==> src/hdl/avb_pkg.sv <==
// Shared types and constants for the AVCC to Annex B converter.
package avb_pkg;

  // Default widths and depths
  localparam int unsigned LEN_BITS_DEF    = 32;
  localparam int unsigned QUEUE_DEPTH_DEF = 4;

  // Length prefix sizes that are supported
  localparam logic [2:0] LEN_SIZE_1   = 3'd1;
  localparam logic [2:0] LEN_SIZE_2   = 3'd2;
  localparam logic [2:0] LEN_SIZE_4   = 3'd4;
  localparam logic [2:0] LEN_SIZE_RST = LEN_SIZE_4;

  // Start code bytes
  localparam logic [7:0] SC_ZERO = 8'h00;
  localparam logic [7:0] SC_ONE  = 8'h01;

  // Work item handed from the front end to the back end
  typedef struct packed {
    logic [7:0] data_byte;  // payload byte, used when has_byte is set
    logic       has_byte;   // pass one payload byte
    logic       has_code;   // emit the four start code bytes
    logic       has_err;    // emit one error beat at the end
  } cmd_t;

  // Output beat being presented by the back end
  typedef enum logic [2:0] {
    PH_BYTE,
    PH_SC0,
    PH_SC1,
    PH_SC2,
    PH_SC3,
    PH_ERR
  } phase_e;

endpackage

==> src/hdl/avb_in_if.sv <==
// Input byte channel: valid/ready handshake with one sample byte per beat.
interface avb_in_if;
  logic       valid;
  logic       ready;
  logic [7:0] data_byte;
  logic       sample_last;

  modport source (output valid, data_byte, sample_last, input ready);
  modport sink   (input valid, data_byte, sample_last, output ready);
endinterface

==> src/hdl/avb_out_if.sv <==
// Output byte channel: valid/ready handshake with one Annex B result per beat.
interface avb_out_if;
  logic       valid;
  logic       ready;
  logic [7:0] out_byte;
  logic       is_error;
  logic       code_first;
  logic       run_last;

  modport source (output valid, out_byte, is_error, code_first, run_last, input ready);
  modport sink   (input valid, out_byte, is_error, code_first, run_last, output ready);
endinterface

==> src/hdl/avcc_to_annexb_converter.sv <==
// AVCC to Annex B converter: one byte per cycle unless it is stalled, start codes take 4 output beats.
// The first result beat of an input beat passes through the command queue and then the current command register.
// Throughput: one input beat per cycle for payload; the last prefix byte yields
// 4 or 5 output beats, so input stalls once the command queue fills.
// The back end drives at most one output beat per cycle.
// Reset: asynchronous active low; clears parser, queue and output, length_size = 4.
module avcc_to_annexb_converter #(
  parameter int unsigned LEN_BITS    = avb_pkg::LEN_BITS_DEF,
  parameter int unsigned QUEUE_DEPTH = avb_pkg::QUEUE_DEPTH_DEF
) (
  input  logic       clk_i,
  input  logic       rst_ni,
  avb_in_if.sink     byte_in_i,
  avb_out_if.source  byte_out_o,
  input  logic       cfg_we_i,
  input  logic [2:0] cfg_wdata_i
);
  import avb_pkg::*;

  logic [2:0] length_size_q;
  logic       q_push;
  logic       q_full;
  logic       q_pop;
  logic       q_valid;
  cmd_t       front_cmd;
  cmd_t       queue_cmd;

  // Length prefix size register
  always_ff @(posedge clk_i or negedge rst_ni) begin
    if (!rst_ni) begin
      length_size_q <= LEN_SIZE_RST;
    end else if (cfg_we_i) begin
      length_size_q <= cfg_wdata_i;
    end
  end

  avb_front #(
    .LEN_BITS (LEN_BITS)
  ) u_front (
    .clk_i         (clk_i),
    .rst_ni        (rst_ni),
    .in_s          (byte_in_i),
    .length_size_i (length_size_q),
    .full_i        (q_full),
    .push_o        (q_push),
    .cmd_o         (front_cmd)
  );

  avb_queue #(
    .DEPTH (QUEUE_DEPTH)
  ) u_queue (
    .clk_i   (clk_i),
    .rst_ni  (rst_ni),
    .push_i  (q_push),
    .cmd_i   (front_cmd),
    .full_o  (q_full),
    .pop_i   (q_pop),
    .valid_o (q_valid),
    .cmd_o   (queue_cmd)
  );

  avb_back u_back (
    .clk_i     (clk_i),
    .rst_ni    (rst_ni),
    .q_valid_i (q_valid),
    .q_cmd_i   (queue_cmd),
    .q_pop_o   (q_pop),
    .out_s     (byte_out_o)
  );

endmodule

==> src/hdl/avb_front.sv <==
// Front end: takes input beats, parses length prefixes and counts payload bytes.
module avb_front #(
  parameter int unsigned LEN_BITS = avb_pkg::LEN_BITS_DEF
) (
  input  logic          clk_i,
  input  logic          rst_ni,
  avb_in_if.sink        in_s,
  input  logic [2:0]    length_size_i,
  input  logic          full_i,
  output logic          push_o,
  output avb_pkg::cmd_t cmd_o
);
  import avb_pkg::*;

  logic                in_payload_q, in_payload_d;
  logic [2:0]          prefix_count_q, prefix_count_d;
  logic [LEN_BITS-1:0] length_acc_q, length_acc_d;
  logic [LEN_BITS-1:0] bytes_left_q, bytes_left_d;

  logic                accept;
  logic                size_ok;
  logic [LEN_BITS+7:0] acc_wide;
  logic [LEN_BITS-1:0] acc_shift;
  logic [LEN_BITS-1:0] left_dec;
  logic [2:0]          cnt_inc;
  cmd_t                cmd;

  assign in_s.ready = !full_i;
  assign accept     = in_s.valid && !full_i;

  assign size_ok   = (length_size_i == LEN_SIZE_1) || (length_size_i == LEN_SIZE_2) ||
                     (length_size_i == LEN_SIZE_4);
  assign acc_wide  = {length_acc_q, in_s.data_byte};
  assign acc_shift = acc_wide[LEN_BITS-1:0];
  assign left_dec  = bytes_left_q - LEN_BITS'(1);
  assign cnt_inc   = prefix_count_q + 3'd1;

  // Parse state update and command build
  always_comb begin
    in_payload_d   = in_payload_q;
    prefix_count_d = prefix_count_q;
    length_acc_d   = length_acc_q;
    bytes_left_d   = bytes_left_q;
    cmd            = '0;
    cmd.data_byte  = in_s.data_byte;

    if (accept) begin
      if (in_payload_q) begin
        cmd.has_byte = 1'b1;
        bytes_left_d = left_dec;
        in_payload_d = (left_dec != '0);
        if (in_s.sample_last) begin
          cmd.has_err = (left_dec != '0);
        end
      end else if (!size_ok) begin
        cmd.has_err = in_s.sample_last;
      end else begin
        length_acc_d   = acc_shift;
        prefix_count_d = cnt_inc;
        if (cnt_inc >= length_size_i) begin
          cmd.has_code   = 1'b1;
          bytes_left_d   = acc_shift;
          in_payload_d   = (acc_shift != '0);
          prefix_count_d = '0;
          length_acc_d   = '0;
          if (in_s.sample_last) begin
            cmd.has_err = (acc_shift != '0);
          end
        end else begin
          cmd.has_err = in_s.sample_last;
        end
      end

      // Every sample boundary resynchronizes the parser
      if (in_s.sample_last) begin
        in_payload_d   = 1'b0;
        prefix_count_d = '0;
        length_acc_d   = '0;
        bytes_left_d   = '0;
      end
    end
  end

  assign cmd_o  = cmd;
  assign push_o = accept && (cmd.has_byte || cmd.has_code || cmd.has_err);

  // Parser state
  always_ff @(posedge clk_i or negedge rst_ni) begin
    if (!rst_ni) begin
      in_payload_q   <= 1'b0;
      prefix_count_q <= '0;
      length_acc_q   <= '0;
      bytes_left_q   <= '0;
    end else begin
      in_payload_q   <= in_payload_d;
      prefix_count_q <= prefix_count_d;
      length_acc_q   <= length_acc_d;
      bytes_left_q   <= bytes_left_d;
    end
  end

endmodule

==> src/hdl/avb_queue.sv <==
// Small command FIFO between the front end and the back end.
module avb_queue #(
  parameter int unsigned DEPTH = avb_pkg::QUEUE_DEPTH_DEF
) (
  input  logic          clk_i,
  input  logic          rst_ni,
  input  logic          push_i,
  input  avb_pkg::cmd_t cmd_i,
  output logic          full_o,
  input  logic          pop_i,
  output logic          valid_o,
  output avb_pkg::cmd_t cmd_o
);
  import avb_pkg::*;

  // DEPTH must be a power of two so the pointers wrap on their own; the block itself does not enforce it
  localparam int unsigned AW       = $clog2(DEPTH);
  localparam logic [AW:0] FULL_CNT = (AW+1)'(DEPTH);

  cmd_t          mem_q [DEPTH];
  logic [AW-1:0] wr_ptr_q, wr_ptr_d;
  logic [AW-1:0] rd_ptr_q, rd_ptr_d;
  logic [AW:0]   count_q, count_d;
  logic          do_push, do_pop;

  assign full_o  = (count_q == FULL_CNT);
  assign valid_o = (count_q != '0);
  assign cmd_o   = mem_q[rd_ptr_q];
  assign do_push = push_i && !full_o;
  assign do_pop  = pop_i && valid_o;

  // Pointer and fill count update
  always_comb begin
    wr_ptr_d = do_push ? wr_ptr_q + AW'(1) : wr_ptr_q;
    rd_ptr_d = do_pop  ? rd_ptr_q + AW'(1) : rd_ptr_q;
    count_d  = count_q;
    if (do_push && !do_pop) begin
      count_d = count_q + (AW+1)'(1);
    end else if (do_pop && !do_push) begin
      count_d = count_q - (AW+1)'(1);
    end
  end

  always_ff @(posedge clk_i or negedge rst_ni) begin
    if (!rst_ni) begin
      wr_ptr_q <= '0;
      rd_ptr_q <= '0;
      count_q  <= '0;
    end else begin
      wr_ptr_q <= wr_ptr_d;
      rd_ptr_q <= rd_ptr_d;
      count_q  <= count_d;
    end
  end

  // Storage, no reset needed
  always_ff @(posedge clk_i) begin
    if (do_push) begin
      mem_q[wr_ptr_q] <= cmd_i;
    end
  end

endmodule

==> src/hdl/avb_back.sv <==
// Back end: expands each command into its output beats, one beat per cycle while the output is ready.
module avb_back (
  input  logic          clk_i,
  input  logic          rst_ni,
  input  logic          q_valid_i,
  input  avb_pkg::cmd_t q_cmd_i,
  output logic          q_pop_o,
  avb_out_if.source     out_s
);
  import avb_pkg::*;

  cmd_t   cur_q, cur_d;
  logic   cur_vld_q, cur_vld_d;
  phase_e phase_q, phase_d;

  phase_e first_ph;
  phase_e next_ph;
  logic   is_last;
  logic   beat_done;
  logic   load;

  // First beat of a freshly loaded command
  always_comb begin
    if (q_cmd_i.has_byte) begin
      first_ph = PH_BYTE;
    end else if (q_cmd_i.has_code) begin
      first_ph = PH_SC0;
    end else begin
      first_ph = PH_ERR;
    end
  end

  // Beat sequencing within the current command
  always_comb begin
    next_ph = PH_ERR;
    is_last = 1'b1;
    case (phase_q)
      PH_BYTE: begin
        is_last = !cur_q.has_err;
      end
      PH_SC0: begin
        next_ph = PH_SC1;
        is_last = 1'b0;
      end
      PH_SC1: begin
        next_ph = PH_SC2;
        is_last = 1'b0;
      end
      PH_SC2: begin
        next_ph = PH_SC3;
        is_last = 1'b0;
      end
      PH_SC3: begin
        is_last = !cur_q.has_err;
      end
      PH_ERR: begin
        is_last = 1'b1;
      end
      default: begin
        is_last = 1'b1;
      end
    endcase
  end

  assign beat_done = cur_vld_q && out_s.ready;
  assign load      = !cur_vld_q || (beat_done && is_last);
  assign q_pop_o   = load && q_valid_i;

  // Current command register
  always_comb begin
    cur_d     = cur_q;
    cur_vld_d = cur_vld_q;
    phase_d   = phase_q;
    if (load) begin
      cur_vld_d = q_valid_i;
      cur_d     = q_cmd_i;
      phase_d   = first_ph;
    end else if (beat_done) begin
      phase_d = next_ph;
    end
  end

  always_ff @(posedge clk_i or negedge rst_ni) begin
    if (!rst_ni) begin
      cur_vld_q <= 1'b0;
      phase_q   <= PH_BYTE;
    end else begin
      cur_vld_q <= cur_vld_d;
      phase_q   <= phase_d;
    end
  end

  always_ff @(posedge clk_i) begin
    cur_q <= cur_d;
  end

  // Output beat decode
  always_comb begin
    out_s.out_byte   = SC_ZERO;
    out_s.is_error   = 1'b0;
    out_s.code_first = 1'b0;
    case (phase_q)
      PH_BYTE: out_s.out_byte   = cur_q.data_byte;
      PH_SC0:  out_s.code_first = 1'b1;
      PH_SC1:  out_s.out_byte   = SC_ZERO;
      PH_SC2:  out_s.out_byte   = SC_ZERO;
      PH_SC3:  out_s.out_byte   = SC_ONE;
      PH_ERR:  out_s.is_error   = 1'b1;
      default: out_s.out_byte   = SC_ZERO;
    endcase
  end

  assign out_s.valid    = cur_vld_q;
  assign out_s.run_last = is_last;

endmodule

==> src/flat_wrapper.sv <==
// flat-port wrapper written by rule: the top's interface ports become plain ports
module avcc_to_annexb_converter_flat import avb_pkg::*;
#(
  parameter int unsigned LEN_BITS    = avb_pkg::LEN_BITS_DEF,
  parameter int unsigned QUEUE_DEPTH = avb_pkg::QUEUE_DEPTH_DEF
)
  (clk_i, rst_ni, cfg_we_i, cfg_wdata_i, byte_in_i_valid, byte_in_i_data_byte, byte_in_i_sample_last, byte_in_i_ready, byte_out_o_valid, byte_out_o_out_byte, byte_out_o_is_error, byte_out_o_code_first, byte_out_o_run_last, byte_out_o_ready);
  avb_in_if byte_in_i_i ();
  avb_out_if byte_out_o_i ();
  input  logic clk_i;
  input  logic rst_ni;
  input  logic cfg_we_i;
  input  logic [2:0] cfg_wdata_i;
  input wire logic [$bits(byte_in_i_i.valid)-1:0] byte_in_i_valid;
  input wire logic [$bits(byte_in_i_i.data_byte)-1:0] byte_in_i_data_byte;
  input wire logic [$bits(byte_in_i_i.sample_last)-1:0] byte_in_i_sample_last;
  output wire logic [$bits(byte_in_i_i.ready)-1:0] byte_in_i_ready;
  output wire logic [$bits(byte_out_o_i.valid)-1:0] byte_out_o_valid;
  output wire logic [$bits(byte_out_o_i.out_byte)-1:0] byte_out_o_out_byte;
  output wire logic [$bits(byte_out_o_i.is_error)-1:0] byte_out_o_is_error;
  output wire logic [$bits(byte_out_o_i.code_first)-1:0] byte_out_o_code_first;
  output wire logic [$bits(byte_out_o_i.run_last)-1:0] byte_out_o_run_last;
  input wire logic [$bits(byte_out_o_i.ready)-1:0] byte_out_o_ready;
  assign byte_in_i_i.valid = byte_in_i_valid;
  assign byte_in_i_i.data_byte = byte_in_i_data_byte;
  assign byte_in_i_i.sample_last = byte_in_i_sample_last;
  assign byte_in_i_ready = byte_in_i_i.ready;
  assign byte_out_o_valid = byte_out_o_i.valid;
  assign byte_out_o_out_byte = byte_out_o_i.out_byte;
  assign byte_out_o_is_error = byte_out_o_i.is_error;
  assign byte_out_o_code_first = byte_out_o_i.code_first;
  assign byte_out_o_run_last = byte_out_o_i.run_last;
  assign byte_out_o_i.ready = byte_out_o_ready;
  avcc_to_annexb_converter #(.LEN_BITS(LEN_BITS), .QUEUE_DEPTH(QUEUE_DEPTH)) u_core (.clk_i(clk_i), .rst_ni(rst_ni), .byte_in_i(byte_in_i_i), .byte_out_o(byte_out_o_i), .cfg_we_i(cfg_we_i), .cfg_wdata_i(cfg_wdata_i));
endmodule
==> config.mk <==
export PLATFORM = sky130hd
export DESIGN_NAME = avcc_to_annexb_converter_flat
export DESIGN_NICKNAME = d
export VERILOG_FILES = /design/src/hdl/avb_pkg.sv /design/src/hdl/avb_in_if.sv /design/src/hdl/avb_out_if.sv /design/src/hdl/avcc_to_annexb_converter.sv /design/src/hdl/avb_front.sv /design/src/hdl/avb_queue.sv /design/src/hdl/avb_back.sv /design/src/flat_wrapper.sv
export SDC_FILE = /design/constraint.sdc
export NUM_CORES = 1
export LEC_CHECK = 0
export ABC_CLOCK_PERIOD_IN_PS = 3000
export BUFFER_PORTS_ARGS = -buffer_cell sky130_fd_sc_hd__buf_2
export CAP_MARGIN = 10
export CORE_MARGIN = 2
export CORE_UTILIZATION = 35
export CTS_CLUSTER_SIZE = 24
export DETAILED_ROUTE_END_ITERATION = 10
export SLEW_MARGIN = 20
export SYNTH_ARGS = -nofsm -noshare
export SYNTH_HDL_FRONTEND = slang
export SYNTH_SLANG_ARGS = --single-unit
==> constraint.sdc <==
create_clock -name clk_i -period 3 [get_ports clk_i]
set_input_delay 0.6 -clock clk_i [delete_from_list [all_inputs] [get_ports clk_i]]
set_output_delay 0.6 -clock clk_i [all_outputs]
set_load 0.05 [all_outputs]
==> results by group, run 1 <==
Synthesis
  • Top-area cell type share of the netlist area: 28.47%
  • Post-Syn Nets: 634
  • Synth area leader: dfrtp_1
  • Synth Instances: 605
  • Main synth FF type: dfrtp_1
  • Synth warn: 0
  • Sequential share of the synthesized area: 53.68%
  • EDFF count, synth: 53
  • Yosys reg bits: 127
  • Cell Area, Synth: around 6400 um^2
  • Synth cell types: between 60 and 70
  • Post-synth ARST share: 58.27%
  • Synth Area per Inst: 10.61 um^2
  • Synth area leaders: dfrtp_1, edfxtp_1, nand2_1

Worst setup path
  • Reg2reg path depth: 7
  • Required @ worst endpoint: approximately 3.1 ns
  • CP startpoint kind: flip-flop
  • Critical Path Sink Type: flip-flop
  • R2r endpoint: u_core.u_queue.mem_q[0][0]
  • Slowest stage delay, CP: 0.59 ns
  • Arr. time, crit path: 3.02 ns
  • CP Class: reg -> reg
  • Critical Path Fanout Max: 6
  • R2r startpoint: u_core.u_front.bytes_left_q[10]
  • Slowest CP cell: or4_4
  • Crit path cell chain: or4_4, or3_1, o31ai_1, nor3b_2, nand4_1, nor4_2, a211oi_2
  • Worst reg2reg setup slack: 0.12 ns

Timing
  • Tmin final: ~2.9 ns
  • Tcrit/Tclk final: 96.00%
  • Hold_ws: 0.3388 ns
  • Final hold violation count: 0
  • Clock skew: 0.01165 ns
  • Slew @ Worst Pin: 1.058 ns
  • Max Clock Freq: roughly 0.35 GHz
  • Setup TNS after final layout: 0 ns
  • # setup viols final: 0
  • Slew Viols, Final: 0
  • Worst rel slew slack: 29.31%

Power
  • VDD IR max: roughly 600 uV
  • Leak pwr: 3.060 nW
  • Final Power: 9.217 mW
  • Power Density: 1215 nW/um^2

Routing
  • Routed WL: ~17 mm
  • Vias per cell: approximately 5.6
  • Vias: 4988
  • DRC viols: 0
  • Number of DRC markers in iteration 0: around 460
  • Pre-antenna DRT Iters: 5
  • Avg WL per Cell: roughly 19 um
  • Antenna-violating nets left: 0

Job
  • # Max-Cap Violations: 0

Clock network
  • TritonCTS Sinks: 127
  • Longest Clk Path Bufs: 2
  • CTS clk-pin slew, worst paths: roughly 0.060 ns
  • CTS tree: built
  • CTS root buffer: clkbuf_16
  • Worst-Skew Late Latency: 0.43 ns
  • Total CTS buffers: 17
  • H-tree Lvls: 4

Placement
  • Final GP Congestion: 0.9461
  • Cells after DPL: 856
  • IO buf count: 29
  • Hpwl dp: 11.71 mm

Floorplan
  • Row count: approximately 50
  • IO Pins: 30
  • Initial Util: 35.72%
  • Die Ht: 139.4 um
  • Total Die Area: 19440 um^2
  • Core ar.: 17960 um^2
  • Chip width: 139.4 um

Global routing
  • Antenna violations before repair: 0
  • Vias in the first global route: between 4000 and 5000
  • First-pass GRT wire length: 27.30 mm
  • Pin count of the biggest net entering global routing: 75
  • GRT Overall Usage: a little under a fifth
  • Overflow after GRT: 0

Layout
  • Final Non-Filler Cells: 889
  • Syn-to-layout area delta: 18.25%
  • Nets: 676
  • Fraction of layout cells with a size suffix above 1: 20.30%
  • Antenna cells: 0

Outcome
  • Status: completed

Min path
  • Hold/Removal Path Class: in -> async
## cells in the mapped netlist, drive strengths merged, types with 5 or more instances
cell type,number
dfrtp,73
nor4,21
o31ai,7
clkbuf,30
a31oi,5
nor3,21
nand4,7
xor2,8
nor3b,7
nor2,46
buf,8
edfxtp,53
mux4,11
mux2,5
nand2,87
ha,11
o21ai,55
a22oi,5
xnor2,8
nand3,8
and2,12
mux2i,5
a221o,10
a21oi,20
or3,7
inv,13
nor2b,8
## layer usage
layer,wire (um),vias up,GRT usage (%)
met5,0,-,0
met4,510,0,7.974
met3,863,39,3.820
met2,8209,197,28.64
met1,7375,2439,23.84
li1,-,2313,-
## worst max path at each step
| stage | from | end | cells past startpoint |
|---|---|---|---|
| after detailed placement | u_core.u_front.prefix_count_q[0] | u_core.u_queue.count_q[1] | 11 |
| after CTS | u_core.u_front.prefix_count_q[0] | u_core.u_queue.mem_q[1][1] | 8 |
| after global placement | u_core.u_front.prefix_count_q[0] | u_core.u_queue.count_q[1] | 11 |
| after global routing | u_core.u_front.bytes_left_q[1] | u_core.u_queue.mem_q[3][0] | 9 |
| after floorplan | u_core.u_front.prefix_count_q[0] | u_core.u_queue.count_q[1] | 12 |
| final | u_core.u_front.bytes_left_q[10] | u_core.u_queue.mem_q[0][0] | 7 |
## registers in the layout, summed over array words and instances (netlist names)
signal,flops
u_core.u_front.bytes_left_q,32
u_core.u_queue.mem_q,44
u_core.length_size_q,3
u_core.u_front.length_acc_q,24
u_core.u_front.in_payload_q,1
u_core.u_back.out_s.valid,1
u_core.u_queue.rd_ptr_q,2
u_core.u_queue.wr_ptr_q,2
u_core.u_queue.count_q,3
u_core.u_back.phase_q,3
u_core.u_back.cur_q,9
u_core.u_front.prefix_count_q,3
## per-stage QoR
step           worst slack [ns]  cell area (um^2)  utilization (%)
2_1_floorplan          0.006845              6437                -
3_3_place_gp             0.1091              6973            38.82
3_5_place_dp            0.02346              6973            38.82
4_1_cts                 0.04286              7545            42.00
5_1_grt                -0.02331              7589            42.24
6_report                 0.1199              7589            42.24
## placed cells by master (no fill, tap or decap), types with 12 or more instances in the layout
cell / n
nand2_1: 87
edfxtp_1: 53
inv_1: 12
nor2_1: 45
nor4_1: 19
o21ai_0: 53
buf_4: 32
dfrtp_1: 73
clkbuf_16: 17
nor3_1: 20
a21oi_1: 19
buf_2: 28
## worst max-delay path: cells and delay by family, from the launching register on
| kind | cells | cell delay (ns) |
|---|---|---|
| compound gates | 2 | 0.36 |
| simple gates | 5 | 1.80 |
| flops | 1 | 0.44 |
## area by class of cell
class / count / area [um^2]
clock inverter: 14 / 133.9
tap: 229 / 286.5
sequential: 127 / 3445
clock buffer: 18 / 429.2
multi-input combinational: 427 / 2845
fill: 1679 / 10380
timing repair buffer: 61 / 400.4
inverter: 13 / 48.80
## power by group
group | switching [mW] | leakage, nW | internal (mW) | total, mW
clock network | 0.825 | 0.272 | 1.15 | 1.98
registers | 0.587 | 1.47 | 2.37 | 2.96
logic | 2.53 | 1.32 | 1.75 | 4.28
total | 3.94 | 3.06 | 5.27 | 9.22
## repair_timing
item	4_1_cts	5_1_grt
setup buffers	0	1
pin swaps	0	3
gates resized for setup	2	7
hold buffers	0	0
setup endpoints to repair	5	38
## cells by family (layout without fill, tap and decap cells)
kind of cell	count (synthesis)	after routing	synth area share, %
DFF	127	127	53.68
xor gates and xnor gates	16	16	2.301
and+or+nand+nor	244	244	19.40
adders and majority gates	12	12	2.457
buffers and inverters	51	106	3.178
AOI/OAI and AO/OA	134	134	13.41
muxes	21	21	5.576
(Power assumes the default switching activity.)
==> run 2, diff against run 1 <==
--- a/config.mk
+++ b/config.mk
@@ -12,6 +12,7 @@
 export CORE_UTILIZATION = 35
 export CTS_CLUSTER_SIZE = 24
 export DETAILED_ROUTE_END_ITERATION = 10
+export GPL_TIMING_DRIVEN = 0
 export SLEW_MARGIN = 20
 export SYNTH_ARGS = -nofsm -noshare
 export SYNTH_HDL_FRONTEND = slang
==> run 2 against run 1 <==
Sequential power shrank 2%. Clock power is essentially flat. First-iteration DRC count grew 26%. Via count grew 3.4%. Setup slack lost 0.11 ns. Global-route usage grew 0.72 points. Routed wire length grew 5.4%.
==> results by group, run 2 (same netlist as run 1, synthesis figures left out) <==
Outcome
  • Status: completed

Power
  • Leak pwr: between 3 and 4 nW
  • Final Power: 9.316 mW
  • VDD IR max: about 610 uV
  • Power Density: between 1000 and 1500 nW/um^2

Global routing
  • Antenna violations before repair: 0
  • Overflow after GRT: 0
  • First-pass GRT wire length: between 20 and 30 mm
  • Pin count of the biggest net entering global routing: 40
  • GRT Overall Usage: 18.74%
  • Vias in the first global route: approximately 5000

Placement
  • Final GP Congestion: 0.9480
  • Hpwl dp: around 12 mm
  • Placed inst area: 6887 um^2
  • IO buf count: 28
  • Worst slack at placement: -0.4684 ns

Floorplan
  • IO Pins: 30
  • Chip width: around 140 um
  • Initial Util: between 30% and 40%
  • Total Die Area: 19440 um^2
  • Core ar.: 17960 um^2
  • Die Ht: 139.4 um
  • Row count: 49

Timing
  • Slew Viols, Final: 0
  • Unrepaired setup endpoints after global routing: true
  • Hold_ws: 0.1444 ns
  • Slew @ Worst Pin: about 0.83 ns
  • Max Clock Freq: 0.3348 GHz
  • Clock skew: 0.008481 ns
  • Tmin final: approximately 3.0 ns
  • Worst setup margin: 0.01307 ns
  • Tcrit/Tclk final: 99.56%
  • Setup TNS after final layout: 0 ns
  • Worst rel slew slack: 43.84%
  • # setup viols final: 0
  • Final hold violation count: 0

Clock network
  • CTS root buffer: clkbuf_16
  • Cts-stage hold buffer count: 0
  • Worst-Skew Late Latency: 0.42 ns
  • Total CTS buffers: 17
  • CTS clk-pin slew, worst paths: approximately 0.06 ns
  • Longest Clk Path Bufs: 2
  • H-tree Lvls: 4
  • CTS tree: built
  • TritonCTS Sinks: 127

Worst setup path
  • Required @ worst endpoint: 3.30 ns
  • Critical Path Fanout Max: 5
  • Critical Path Sink Type: flip-flop
  • CP startpoint kind: flip-flop
  • CP Class: reg -> reg
  • Arr. time, crit path: approximately 3.3 ns

Routing
  • Vias per cell: approximately 5.7
  • Vias: approximately 5200
  • DRC viols: 0
  • Number of DRC markers in iteration 0: 579
  • Antenna-violating nets left: 0
  • Pre-antenna DRT Iters: 5
  • Avg WL per Cell: 19.79 um
  • Routed WL: 17.87 mm

Layout
  • Top flop regs: u_core.u_queue.mem_q x44, u_core.u_front.bytes_left_q x32, u_core.u_front.length_acc_q x24
  • Largest register by flop count: u_core.u_queue.mem_q
  • Design area: 7669 um^2
  • Antenna cells: 0
  • Max FFs per register: 44
  • Fraction of layout cells with a size suffix above 1: 18.55%
  • Syn-to-layout area delta: 19.50%
  • Most common cell after layout, fill and taps aside: nand2_1
  • Commonest non-fill, non-tap cells in the layout: nand2_1, dfrtp_1, o21ai_0, edfxtp_1, nor2_1
  • Nets: roughly 690

Job
  • # Max-Cap Violations: 0

Min path
  • Hold/Removal Path Class: in -> async
[run 2: changes by cell type in the layout (fill, tap and decap cells not counted), sizes merged]
cell | before | now
clkinv | 6 | 9
bufinv | 1 | 2
clkinvlp | 2 | 1
clkbuf | 18 | 45
buf | 61 | 49
inv | 18 | 14
[run 2: worst paths after layout]
kind | cells past startpoint | to | startpoint | slack [ns]
max | 12 | u_core.u_queue.count_q[1] | u_core.u_front.prefix_count_q[0] | 0.01
min in group clk_i | 2 | u_core.length_size_q[2] | cfg_we_i | 0.41
max reg2reg | 12 | u_core.u_queue.count_q[1] | u_core.u_front.prefix_count_q[0] | 0.01
max in group asynchronous | 2 | u_core.u_front.bytes_left_q[0] | rst_ni | 2.25
min reg2reg | 1 | u_core.u_queue.count_q[2] | u_core.u_queue.count_q[2] | 0.50
min | 1 | u_core.u_front.bytes_left_q[16] | rst_ni | 0.14
[run 2: worst max-delay path, cell delays in order, from the launching register on]
cell,delay [ns]
dfrtp_1,0.43
ha_4,0.30
ha_1,0.22
a21o_1,0.21
a21oi_4,0.20
nor2_4,0.08
o31ai_4,0.25
buf_8,0.15
inv_1,0.05
ha_1,0.22
inv_1,0.08
fa_1,0.41
mux2_2,0.28
[run 2: final cells by class]
class                      count  area [um^2]
buffer                        36        167.7
clock buffer                  18        429.2
clock inverter                13        141.4
fill                        1723        10290
inverter                      13        48.80
multi-input combinational    427         2904
sequential                   127         3446
tap                          229        286.5
timing repair buffer          40        245.2
[run 2: power by group]
| group | internal, mW | switching, mW | leakage (nW) |
|---|---|---|---|
| Sequential | 2.37 | 0.528 | 1.47 |
| Combinational | 1.76 | 2.66 | 1.31 |
| Clock | 1.22 | 0.787 | 0.275 |
| Total | 5.34 | 3.97 | 3.05 |
[run 2: metrics by stage]
step | std cells | util, %
2_1_floorplan | 605 | -
3_3_place_gp | 862 | 38.21
3_5_place_dp | 863 | 38.34
4_1_cts | 895 | 41.95
5_1_grt | 903 | 42.69
6_report | 903 | 42.69
[run 2: routing by layer]
metal	vias up	track usage (%)	routed length, um
met1	2556	25.36	7596
met2	216	29.70	8595
li1	2349	-	-
met4	0	6.645	447
met3	36	4.301	1227
met5	-	0	0
[run 2: repair_timing]
item / CTS / global route
gates resized for setup: 15 / 16
pin swaps: 5 / 7
setup endpoints to repair: 57 / 16
setup buffers: 1 / 10
==> run 3, diff against run 2 <==
--- a/config.mk
+++ b/config.mk
@@ -5,6 +5,7 @@
 export SDC_FILE = /design/constraint.sdc
 export NUM_CORES = 1
 export LEC_CHECK = 0
+export ABC_AREA = 1
 export ABC_CLOCK_PERIOD_IN_PS = 3000
 export BUFFER_PORTS_ARGS = -buffer_cell sky130_fd_sc_hd__buf_2
 export CAP_MARGIN = 10
==> run 3 against run 2 <==
The flow now finishes with violations (setup timing). Sequential cell count stayed put. Routed wire length is 2.9% lower. Final cell count is 21% higher. Die area is 3.9% higher. Synthesized cell count is 30% higher. Power is 8.4% higher. Maximum frequency is 1.2% lower. Clock skew is 0.0045 ns higher. Sequential share of layout area is 2.0 points lower. Area after synthesis is 4.0% higher. Combinational power is 15% higher. Worst hold slack worse by 0.058 ns.
==> results by group, run 3 <==
Outcome
  • Status: complete, but fails checks
  • Failing checks: setup timing

Synthesis
  • Synth Instances: 787
  • Post-Syn Nets: 816
  • Synth area leaders: dfrtp_1, edfxtp_1, nand2_1
  • Post-synth ARST share: 58.27%
  • Synth area leader: dfrtp_1
  • Yosys reg bits: roughly 130
  • Synth warn: 0
  • Synth cell types: between 40 and 50
  • Post-synth top cells: nand2_1, nor2_1, o21ai_0
  • EDFF count, synth: 53
  • Main synth FF type: dfrtp_1
  • Cell Area, Synth: 6676 um^2
  • Top-area cell type share of the netlist area: between 20 and 30%
  • Synth Area per Inst: roughly 8.5 um^2
  • Most frequent cell after synthesis: nand2_1
  • Sequential share of the synthesized area: 51.59%

Clock network
  • Cts-stage hold buffer count: 0
  • TritonCTS Sinks: 127
  • H-tree Lvls: 4
  • CTS tree: built
  • Total CTS buffers: 17
  • CTS clk-pin slew, worst paths: 0.06 ns
  • Worst-Skew Late Latency: 0.43 ns
  • CTS root buffer: clkbuf_16
  • Longest Clk Path Bufs: 2

Floorplan
  • Initial Util: 35.69%
  • Chip width: 142.1 um
  • Die Ht: 142.1 um
  • Core ar.: 18710 um^2
  • Total Die Area: 20200 um^2
  • IO Pins: 30
  • Row count: 50

Power
  • Power Density: 1258 nW/um^2
  • Leak pwr: between 3 and 4 nW
  • VDD IR max: 461.7 uV

Worst setup path
  • Worst reg2reg setup slack: -0.02 ns
  • Slowest stage delay, CP: 0.40 ns
  • Critical Path Sink Type: flip-flop
  • Required @ worst endpoint: approximately 3.3 ns
  • Crit path cell chain: ha_2, xnor2_2, inv_2, ha_4, nand2_2, o211ai_1, nand2_1, nor3_4, nor2_2, nand2_2, buf_12, ha_4, inv_4, fa_2, a21oi_2, o21ai_2, xnor2_1
  • Slowest CP cell: dfrtp_1
  • CP startpoint kind: flip-flop
  • Reg2reg path depth: 17
  • Critical Path Fanout Max: 4
  • Crit path from: u_core.u_front.prefix_count_q[0]
  • Arr. time, crit path: 3.33 ns
  • CP Class: reg -> reg
  • R2r endpoint: u_core.u_queue.count_q[2]
  • R2r startpoint: u_core.u_front.prefix_count_q[0]

Placement
  • IO buf count: 29
  • Final GP Congestion: 0.8699
  • Cells after DPL: around 1100
  • Placed inst area: between 7000 and 8000 um^2
  • Hpwl dp: between 10 and 15 mm

Layout
  • Syn-to-layout area delta: 20.30%
  • Commonest non-fill, non-tap cells in the layout: nand2_1, nor2_1, o21ai_0, inv_1, dfrtp_1
  • Fraction of layout cells with a size suffix above 1: about 16%
  • Largest register by flop count: u_core.u_queue.mem_q
  • Design area: roughly 8000 um^2
  • Max FFs per register: 44
  • Top flop regs: u_core.u_queue.mem_q x44, u_core.u_front.bytes_left_q x32, u_core.u_front.length_acc_q x24
  • Final Non-Filler Cells: 1095
  • Most common cell after layout, fill and taps aside: nand2_1
  • Nets: 877
  • Antenna cells: 0

Timing
  • Slew @ Worst Pin: 0.8365 ns
  • Tcrit/Tclk final: 100.8%
  • Final hold violation count: 0
  • Hold_ws: 0.08647 ns
  • Unrepaired setup endpoints after global routing: true
  • Worst rel slew slack: 43.76%
  • Clock skew: 0.01298 ns
  • Tmin final: slightly above 3 ns
  • Slew Viols, Final: 0
  • Worst setup margin: -0.02272 ns
  • # setup viols final: 2
  • Max Clock Freq: 0.3308 GHz

Job
  • # Max-Cap Violations: 0

Routing
  • Number of DRC markers in iteration 0: 387
  • Avg WL per Cell: ~16 um
  • Antenna-violating nets left: 0
  • Routed WL: 17.35 mm
  • Vias per cell: 5.061
  • DRC viols: 0
  • Vias: 5542
  • Pre-antenna DRT Iters: 5

Global routing
  • Vias in the first global route: 5407
  • First-pass GRT wire length: between 20 and 30 mm
  • GRT Overall Usage: 18.26%
  • Antenna violations before repair: 0
  • Pin count of the biggest net entering global routing: 54
  • Overflow after GRT: 0

Min path
  • Hold/Removal Path Class: in -> async
-- run 3: cell count changes after synthesis, moves of 17 or more --
cell	change
nor2_1	+58
nand2_1	+63
o22ai_1	+26
inv_1	+77
o21ai_0	+40
nand3_1	+51
nor4_1	-17
-- run 3: power breakdown --
group	internal (mW)	total, mW	switching (mW)
Clock	1.47	2.27	0.801
Combinational	1.60	5.10	3.49
Sequential	2.37	2.73	0.358
Total	5.45	10.1	4.65
-- run 3: final cells by class --
cell class,instances,area [um^2]
fill,1866,10670
buffer,25,132.6
timing repair buffer,43,310.3
clock inverter,11,175.2
multi-input combinational,540,2849
clock buffer,21,471.7
inverter,94,355.3
sequential,127,3445
tap,234,292.8
-- run 3: worst max-delay path: cells and delay by family (launching register included) --
kind / cells / cell delay [ns]
adder cells (fa/ha/maj): 4 / 0.98
AND/OR/NAND/NOR: 5 / 0.57
AO/OA/AOI/OAI: 3 / 0.46
flip-flops: 1 / 0.40
XOR/XNOR: 2 / 0.28
buffers and inverters: 3 / 0.21
-- run 3: per-layer routing --
layer  GRT usage (%)  part of all wire (%)
met5               0                     0
met3           3.466                   4.2
met4           6.053                   2.1
met1           24.97                    47
met2           29.32                    47
-- run 3: worst max-delay path by stage --
stage / slack [ns] / endpoint / cells past startpoint
after floorplan: -0.05 / u_core.u_queue.count_q[1] / 16
after global placement: -0.80 / u_core.u_queue.mem_q[3][3] / 13
after detailed placement: -0.80 / u_core.u_queue.mem_q[3][7] / 13
after CTS: -0.19 / u_core.u_queue.mem_q[2][7] / 13
after global routing: -0.20 / u_core.u_queue.count_q[2] / 17
final: -0.02 / u_core.u_queue.count_q[2] / 17
-- run 3: stage by stage --
step           setup WS [ns]  TNS [ns]  util [%]  total power [mW]
4_1_cts              -0.1864    -3.988     42.24             9.976
5_1_grt              -0.1957    -1.413     42.94             10.93
6_report            -0.02272  -0.03022     42.94             10.10
2_1_floorplan       -0.04871    -1.253         -             6.357
3_5_place_dp         -0.8019    -33.26     38.43             7.593
3_3_place_gp         -0.7975    -32.04     38.27             7.562
-- run 3: logic make-up after synthesis --
kind of cell	synth area share, %
AOI/OAI and AO/OA	11.66
xor gates and xnor gates	1.555
adders and majority gates	2.361
buffers and inverters	7.121
DFF	51.59
muxes	0.3373
and+or+nand+nor	25.37
-- run 3: timing repair --
item	in CTS	in global routing
gates resized for setup	11	10
pin swaps	2	14
endpoints found under the setup margin	46	49
setup buffers	5	8
endpoints found under the hold margin	0	0
